==> config.mk <==
export PLATFORM = sky130hd
export DESIGN_NAME = qfnt_emit_flat
export DESIGN_NICKNAME = d
export VERILOG_FILES = /design/src/rtl/core/qfnt_pkg.sv /design/src/rtl/core/qfnt_if.sv /design/src/rtl/core/qfnt_emit.sv /design/src/flat_wrapper.sv
export SDC_FILE = /design/constraint.sdc
export NUM_CORES = 1
export LEC_CHECK = 0
export ABC_CLOCK_PERIOD_IN_PS = 5260
export BUFFER_PORTS_ARGS = -buffer_cell sky130_fd_sc_hd__buf_4
export CELL_PAD_IN_SITES_DETAIL_PLACEMENT = 0
export CELL_PAD_IN_SITES_GLOBAL_PLACEMENT = 2
export CORE_ASPECT_RATIO = 1.75
export CORE_MARGIN = 2
export CORE_UTILIZATION = 33
export DETAILED_ROUTE_END_ITERATION = 16
export PLACE_DENSITY = 0.78
export SYNTH_ARGS = -nofsm -noshare
export SYNTH_HDL_FRONTEND = slang
export SYNTH_SLANG_ARGS = --single-unit
==> constraint.sdc <==
create_clock -name clk -period 5.26 [get_ports clk]
set_clock_uncertainty 0.2 [all_clocks]
set_input_delay 0.789 -clock clk [delete_from_list [all_inputs] [get_ports clk]]
set_output_delay 0.789 -clock clk [all_outputs]
set_load 0.005 [all_outputs]
==> src/rtl/core/qfnt_pkg.sv <==
// Shared types, widths and the helper function of the quad flat-normal triangulator.
package qfnt_pkg;

    // Coordinate width, the widths derived from it for the normal math, and others.
    localparam int COORD_BITS = 16;
    localparam int DIFF_W     = COORD_BITS + 1;
    localparam int PROD_W     = 2 * DIFF_W;
    localparam int N_W        = PROD_W + 1;
    localparam int MAG_W      = PROD_W;
    localparam int SQ_W       = 2 * MAG_W;
    localparam int S_W        = SQ_W + 2;
    localparam int ACC_W      = S_W + 14;
    localparam int Q_BITS     = 7;
    localparam int NORM_W     = Q_BITS + 1;
    localparam int COLOR_W    = 32;
    localparam int IDX_W      = 16;
    localparam int SLOT_W     = 3;
    localparam int ADDR_W     = 5;
    localparam int DATA_W     = 32;

    // Square of the normal scale of 127.
    localparam logic [13:0] NORM_SCALE_SQ = 14'd16129;

    // Last slot of a run in each emission mode.
    localparam logic [SLOT_W-1:0] LAST_SLOT_TRI  = 3'd5;
    localparam logic [SLOT_W-1:0] LAST_SLOT_QUAD = 3'd3;

    // Register map.
    typedef logic [2:0] reg_idx_t;
    localparam reg_idx_t REG_QUAD_COLOR       = 3'd0;
    localparam reg_idx_t REG_NORMALS_ENABLED  = 3'd1;
    localparam reg_idx_t REG_USE_FIXED_NORMAL = 3'd2;
    localparam reg_idx_t REG_FIXED_NORMAL_X   = 3'd3;
    localparam reg_idx_t REG_FIXED_NORMAL_Y   = 3'd4;
    localparam reg_idx_t REG_FIXED_NORMAL_Z   = 3'd5;
    localparam reg_idx_t REG_TRIANGLE_MODE    = 3'd6;

    typedef logic signed [COORD_BITS-1:0] coord_t;
    typedef coord_t [2:0] vtx_t;
    typedef vtx_t [3:0] quad_t;
    typedef logic signed [NORM_W-1:0] norm_t;
    typedef norm_t [2:0] nvec_t;

    // Configuration seen by the vertex emitter.
    typedef struct packed {
        logic [COLOR_W-1:0] color;
        logic               normals_en;
        logic               use_fixed;
        nvec_t              fixed;
        logic               tri_mode;
    } cfg_t;

    // Operands handed from the cross-product stages to the scaling search.
    typedef struct packed {
        quad_t                 quad;
        logic [2:0]            neg;
        logic                  zero;
        logic [S_W-1:0]        s;
        logic [2:0][ACC_W-1:0] r;
    } srch_t;

    // Source vertex of each slot in triangle mode: 0,1,2,0,2,3.
    function automatic logic [1:0] tri_vertex(input logic [SLOT_W-1:0] slot);
        logic [1:0] v;
        case (slot)
            3'd0:    v = 2'd0;
            3'd1:    v = 2'd1;
            3'd2:    v = 2'd2;
            3'd3:    v = 2'd0;
            3'd4:    v = 2'd2;
            3'd5:    v = 2'd3;
            default: v = 2'd0;
        endcase
        return v;
    endfunction

endpackage

==> src/rtl/core/qfnt_if.sv <==


interface qfnt_out_if;
    logic                                valid;
    logic                                ready;
    qfnt_pkg::coord_t                    pos_x;
    qfnt_pkg::coord_t                    pos_y;
    qfnt_pkg::coord_t                    pos_z;
    logic [qfnt_pkg::COLOR_W-1:0]        vertex_color;
    qfnt_pkg::norm_t                     norm_x;
    qfnt_pkg::norm_t                     norm_y;
    qfnt_pkg::norm_t                     norm_z;
    logic [qfnt_pkg::SLOT_W-1:0]         slot;
    logic [qfnt_pkg::IDX_W-1:0]          quad_index;
    logic                                last_of_quad;

    modport source (output valid, pos_x, pos_y, pos_z, vertex_color, norm_x, norm_y,
                    norm_z, slot, quad_index, last_of_quad, input ready);
    modport sink   (input valid, pos_x, pos_y, pos_z, vertex_color, norm_x, norm_y,
                    norm_z, slot, quad_index, last_of_quad, output ready);
endinterface

==> src/rtl/core/qfnt_emit.sv <==
// Vertex emitter: holds one quad and sends its four or six vertices.
module qfnt_emit (
    input  logic                clk,
    input  logic                rst_n,
    input  logic                in_valid,
    input  qfnt_pkg::quad_t     in_quad,
    input  qfnt_pkg::nvec_t     in_norm,
    input  qfnt_pkg::cfg_t      cfg,
    output logic                take,
    qfnt_out_if.source          vo
);

    logic                              busy_reg;
    logic                              tri_reg;
    logic [qfnt_pkg::SLOT_W-1:0]       slot_reg;
    logic [qfnt_pkg::IDX_W-1:0]        cnt_reg;
    logic [qfnt_pkg::IDX_W-1:0]        idx_reg;
    qfnt_pkg::quad_t                   quad_reg;
    qfnt_pkg::nvec_t                   norm_reg;
    logic                              last;
    logic [1:0]                        vsel;

    assign last = (slot_reg == (tri_reg ? qfnt_pkg::LAST_SLOT_TRI : qfnt_pkg::LAST_SLOT_QUAD));
    assign take = in_valid && (!busy_reg || (vo.ready && last));

    // Run control and quad counter.
    always_ff @(posedge clk or negedge rst_n)
    begin
        if (!rst_n)
        begin
            busy_reg <= 1'b0;
            tri_reg  <= 1'b1;
            slot_reg <= '0;
            cnt_reg  <= '0;
            idx_reg  <= '0;
        end
        else if (take)
        begin
            busy_reg <= 1'b1;
            tri_reg  <= cfg.tri_mode;
            slot_reg <= '0;
            idx_reg  <= cnt_reg;
            cnt_reg  <= cnt_reg + qfnt_pkg::IDX_W'(1);
        end
        else if (busy_reg && vo.ready)
        begin
            if (last)
            begin
                busy_reg <= 1'b0;
            end
            else
            begin
                slot_reg <= slot_reg + qfnt_pkg::SLOT_W'(1);
            end
        end
    end

    // Quad payload.
    always_ff @(posedge clk)
    begin
        if (take)
        begin
            quad_reg <= in_quad;
            norm_reg <= in_norm;
        end
    end

    // Pick the source vertex of the current slot.
    assign vsel = tri_reg ? qfnt_pkg::tri_vertex(slot_reg) : slot_reg[1:0];

    assign vo.valid        = busy_reg;
    assign vo.pos_x        = quad_reg[vsel][0];
    assign vo.pos_y        = quad_reg[vsel][1];
    assign vo.pos_z        = quad_reg[vsel][2];
    assign vo.vertex_color = cfg.color;
    assign vo.norm_x       = norm_reg[0];
    assign vo.norm_y       = norm_reg[1];
    assign vo.norm_z       = norm_reg[2];
    assign vo.slot         = slot_reg;
    assign vo.quad_index   = idx_reg;
    assign vo.last_of_quad = last;

endmodule

==> src/flat_wrapper.sv <==
// flat-port wrapper written by rule: the top's interface ports become plain ports
module qfnt_emit_flat 
  (clk, rst_n, in_valid, in_quad, in_norm, cfg, take, vo_valid, vo_pos_x, vo_pos_y, vo_pos_z, vo_vertex_color, vo_norm_x, vo_norm_y, vo_norm_z, vo_slot, vo_quad_index, vo_last_of_quad, vo_ready);
  qfnt_out_if vo_i ();
  input  logic clk;
  input  logic rst_n;
  input  logic in_valid;
  input  qfnt_pkg::quad_t in_quad;
  input  qfnt_pkg::nvec_t in_norm;
  input  qfnt_pkg::cfg_t cfg;
  output logic take;
  output wire logic [$bits(vo_i.valid)-1:0] vo_valid;
  output wire logic [$bits(vo_i.pos_x)-1:0] vo_pos_x;
  output wire logic [$bits(vo_i.pos_y)-1:0] vo_pos_y;
  output wire logic [$bits(vo_i.pos_z)-1:0] vo_pos_z;
  output wire logic [$bits(vo_i.vertex_color)-1:0] vo_vertex_color;
  output wire logic [$bits(vo_i.norm_x)-1:0] vo_norm_x;
  output wire logic [$bits(vo_i.norm_y)-1:0] vo_norm_y;
  output wire logic [$bits(vo_i.norm_z)-1:0] vo_norm_z;
  output wire logic [$bits(vo_i.slot)-1:0] vo_slot;
  output wire logic [$bits(vo_i.quad_index)-1:0] vo_quad_index;
  output wire logic [$bits(vo_i.last_of_quad)-1:0] vo_last_of_quad;
  input wire logic [$bits(vo_i.ready)-1:0] vo_ready;
  assign vo_valid = vo_i.valid;
  assign vo_pos_x = vo_i.pos_x;
  assign vo_pos_y = vo_i.pos_y;
  assign vo_pos_z = vo_i.pos_z;
  assign vo_vertex_color = vo_i.vertex_color;
  assign vo_norm_x = vo_i.norm_x;
  assign vo_norm_y = vo_i.norm_y;
  assign vo_norm_z = vo_i.norm_z;
  assign vo_slot = vo_i.slot;
  assign vo_quad_index = vo_i.quad_index;
  assign vo_last_of_quad = vo_i.last_of_quad;
  assign vo_i.ready = vo_ready;
  qfnt_emit u_core (.clk(clk), .rst_n(rst_n), .in_valid(in_valid), .in_quad(in_quad), .in_norm(in_norm), .cfg(cfg), .take(take), .vo(vo_i));
endmodule
==> impl_metrics.py <==
metrics = {
    "detailed_routing": {
        "wl_mm": 23.1,
        "routedLengthMet1_mm": 7.48,
        "routed.top_layer": "met5",
        "vias": 5245,
        "route.met3.wl_mm": 2.09,
        "wire_per_inst_um": 20.1,
        "met2RoutedLength_mm": 12.3,
        "drc": 0,
        "firstDrtPassIters": 6,
        "drt_iter0_markers": 190,
        "ant_nets": 0,
        "viasPerCell": 4.56,
    },
    "layout": {
        "synthToLayoutAreaGrowth_pct": 35.4,
        "design_area_um2": 13100,
        "layout_common_cells": "buf_4 (319), edfxtp_1 (216), mux4_2 (48)",
        "largest_reg_flops": 192,
        "layout.nets": 1032,
        "post_route_cells_drive_above_1_share": 0.557,
        "final_common_cell": "buf_4",
        "n_fill_cell": 2581,
    },
    "place": {
        "post-place-ws_ns": 1.60,
        "place_congestion": 0.741,
        "portBuffers": 314,
        "place_area_um2": 12300,
        "dp_hpwl_mm": 17.0,
    },
    "clock_network": {
        "cts-root-buf": "clkbuf_16",
        "cts_max_level": 1,
        "clock_latency_ns": 0.54,
        "cts_buffers": 25,
        "cts_resized": 0,
        "clock_path_buffers": 3,
        "cts_sinks": 253,
        "cts_tree": "built",
        "clk_pin_slew_ns": 0.07,
    },
    "sta": {
        "hold_viol_final": 0,
        "final-max-slew-violation-count": 0,
        "setup_viol": 0,
        "fin_setup_tns_ns": 0,
        "setup_ws_ns": 1.20,
        "tightest_slew_ns": 0.894,
        "rsz0062_at_grt": "false",
        "layout_min_cycle_time_ns": 4.06,
        "fmaxAchievable_ghz": 0.246,
        "fin_crit_sh": 0.772,
        "slew_headroom": 0.404,
        "timing.hold.ws_ns": 0.215,
    },
    "logic_synthesis": {
        "synthCells": 446,
        "ys_types": 42,
        "synth_top_flop_cell": "edfxtp_1",
        "synth_fp_nets": 730,
        "synth-seq-area-share": 0.765,
        "synth-seq-cells": 253,
        "syn-cell-area_um2": 9690,
        "ys_warn_count": 0,
        "synth_edf_count": 216,
        "synth-async-reset-ratio": 0.146,
        "syn_area_per_cell_um2": 21.7,
    },
    "critical_path": {
        "crit_required_ns": 4.27,
        "critPathKind": "reg -> out",
        "end_kind": "output port",
        "cpMaxStageDelayCell": "dfrtp_1",
        "cp_num_buf_inv": 3,
        "crit_path_max_incr_delay_ns": 0.53,
        "crit_arrival_ns": 3.07,
        "cp-start-kind": "flip-flop",
        "crit_chain": "inv_1, ha_1, nor2_1, a21oi_1, mux2i_4, buf_12, mux4_2, buf_4",
        "crit_family": "multiplexers",
        "cp_max_fo": 37,
    },
    "floorplanning": {
        "fp.dieH_um": 231,
        "dieArea_um2": 30800,
        "die_x_um": 134,
        "coreArea_um2": 29100,
        "io-pin-count": 405,
        "fp-row-count": 83,
        "start_util": 0.333,
    },
    "grt": {
        "grt-ovfl-total": 0,
        "grt_pass1_vias": 5870,
        "grt_util_all_layers": 0.150,
        "grt_max_degree": 123,
        "antenna_found_initial": 5,
        "grt_pass1_wl_mm": 34.6,
    },
    "power": {
        "fin_total_pwr_mw": 6.61,
        "vdd_drop_max_mv": 0.420,
        "power_leakage_nw": 5.06,
        "power_density_nw_per_um2": 504,
    },
    "status": {
        "status": "complete, no violations",
    },
    "flow_run": {
        "drv_cap": 0,
    },
    "min_path": {
        "hold_path.class": "in -> reg",
    },
}
[per-stage QoR]
stage / util / instances
after global placement: 0.423 / 1102
final: 0.451 / 1151
after global routing: 0.451 / 1150
after CTS: 0.451 / 1147
after detailed placement: 0.423 / 1102
after floorplan: - / 446
[path summary, 6_finish.rpt]
path,startpoint,endpoint,slack (ns),depth (start not counted)
setup / recovery,u_core.vo.slot[1]$_DFFE_PN0P_,vo_pos_x[3],1.20,8
hold / removal,in_quad[89],u_core.quad_reg[89]$_DFFE_PP_,0.21,1
setup reg to reg,u_core.tri_reg$_DFFE_PN1P_,u_core.quad_reg[174]$_DFFE_PP_,1.95,5
hold reg to reg,u_core.cnt_reg[15]$_DFFE_PN0P_,u_core.cnt_reg[15]$_DFFE_PN0P_,0.28,1
max in group asynchronous,rst_n,u_core.tri_reg$_DFFE_PN1P_,3.96,2
min in group asynchronous,rst_n,u_core.vo.quad_index[7]$_DFFE_PN0P_,0.55,2
[logic make-up after synthesis]
kind of cell / Yosys count / share of synthesized area
mux: 68 / 0.135
flops: 253 / 0.765
compound gates: 28 / 0.0285
xor+xnor: 15 / 0.0136
fa+ha+maj: 5 / 0.00646
buf+inv: 54 / 0.0367
simple gates: 23 / 0.0147
[worst register-to-register path: cells and delay by family (launching register included)]
kind            cells  cell delay (ns)
compound gates      2             0.42
buf+inv             2             1.41
flops               1             0.63
simple gates        1             0.25
[final cells by class]
| cell class | count | area (um2) | share of cell area |
|---|---|---|---|
| Tap cell | 382 | 478 | 0.0364 |
| Multi-Input combinational cell | 139 | 1940 | 0.148 |
| Antenna cell | 4 | 10.0 | 0.000763 |
| Inverter | 8 | 37.5 | 0.00286 |
| Sequential cell | 253 | 7410 | 0.565 |
| Timing Repair Buffer | 321 | 2420 | 0.185 |
| Clock inverter | 11 | 144 | 0.0110 |
| Clock buffer | 33 | 666 | 0.0508 |
[metal layers]
| metal | GRT usage | vias up |
|---|---|---|
| li1 | - | 2384 |
| met1 | 0.149 | 2544 |
| met2 | 0.270 | 238 |
| met3 | 0.0463 | 77 |
| met4 | 0.0941 | 2 |
| met5 | 0 | - |
[synth_stat cells, drive strengths merged, types with 2 or more instances]
library cell / instances / area, um2
a211oi: 3 / 22.5
edfxtp: 216 / 6490
a21oi: 2 / 10.0
mux2i: 2 / 20.0
nand2: 5 / 18.8
nor2: 4 / 15.0
clkbuf: 4 / 15.0
buf: 42 / 310
xnor2: 5 / 43.8
dfrtp: 36 / 901
inv: 8 / 30.0
o211ai: 2 / 15.0
mux4: 48 / 1080
mux2: 18 / 203
xor2: 10 / 87.6
nand4: 4 / 40.0
nand3: 4 / 20.0
ha: 5 / 62.6
a2111oi: 9 / 130
o21ai: 6 / 45.0
[power breakdown]
group	leakage (nW)	internal (mW)	total, mW	switching [mW]
Sequential	2.43	2.53	2.66	0.128
Clock	0.394	1.04	1.79	0.748
Combinational	2.24	1.22	2.16	0.947
[timing repair]
item | in CTS | in global routing
endpoints found under the setup margin | 0 | 0
hold buffers | 1 | 0
setup buffers | 0 | 0
endpoints found under the hold margin | 20 | 0
Note: power is estimated with default switching activity, not from simulation.
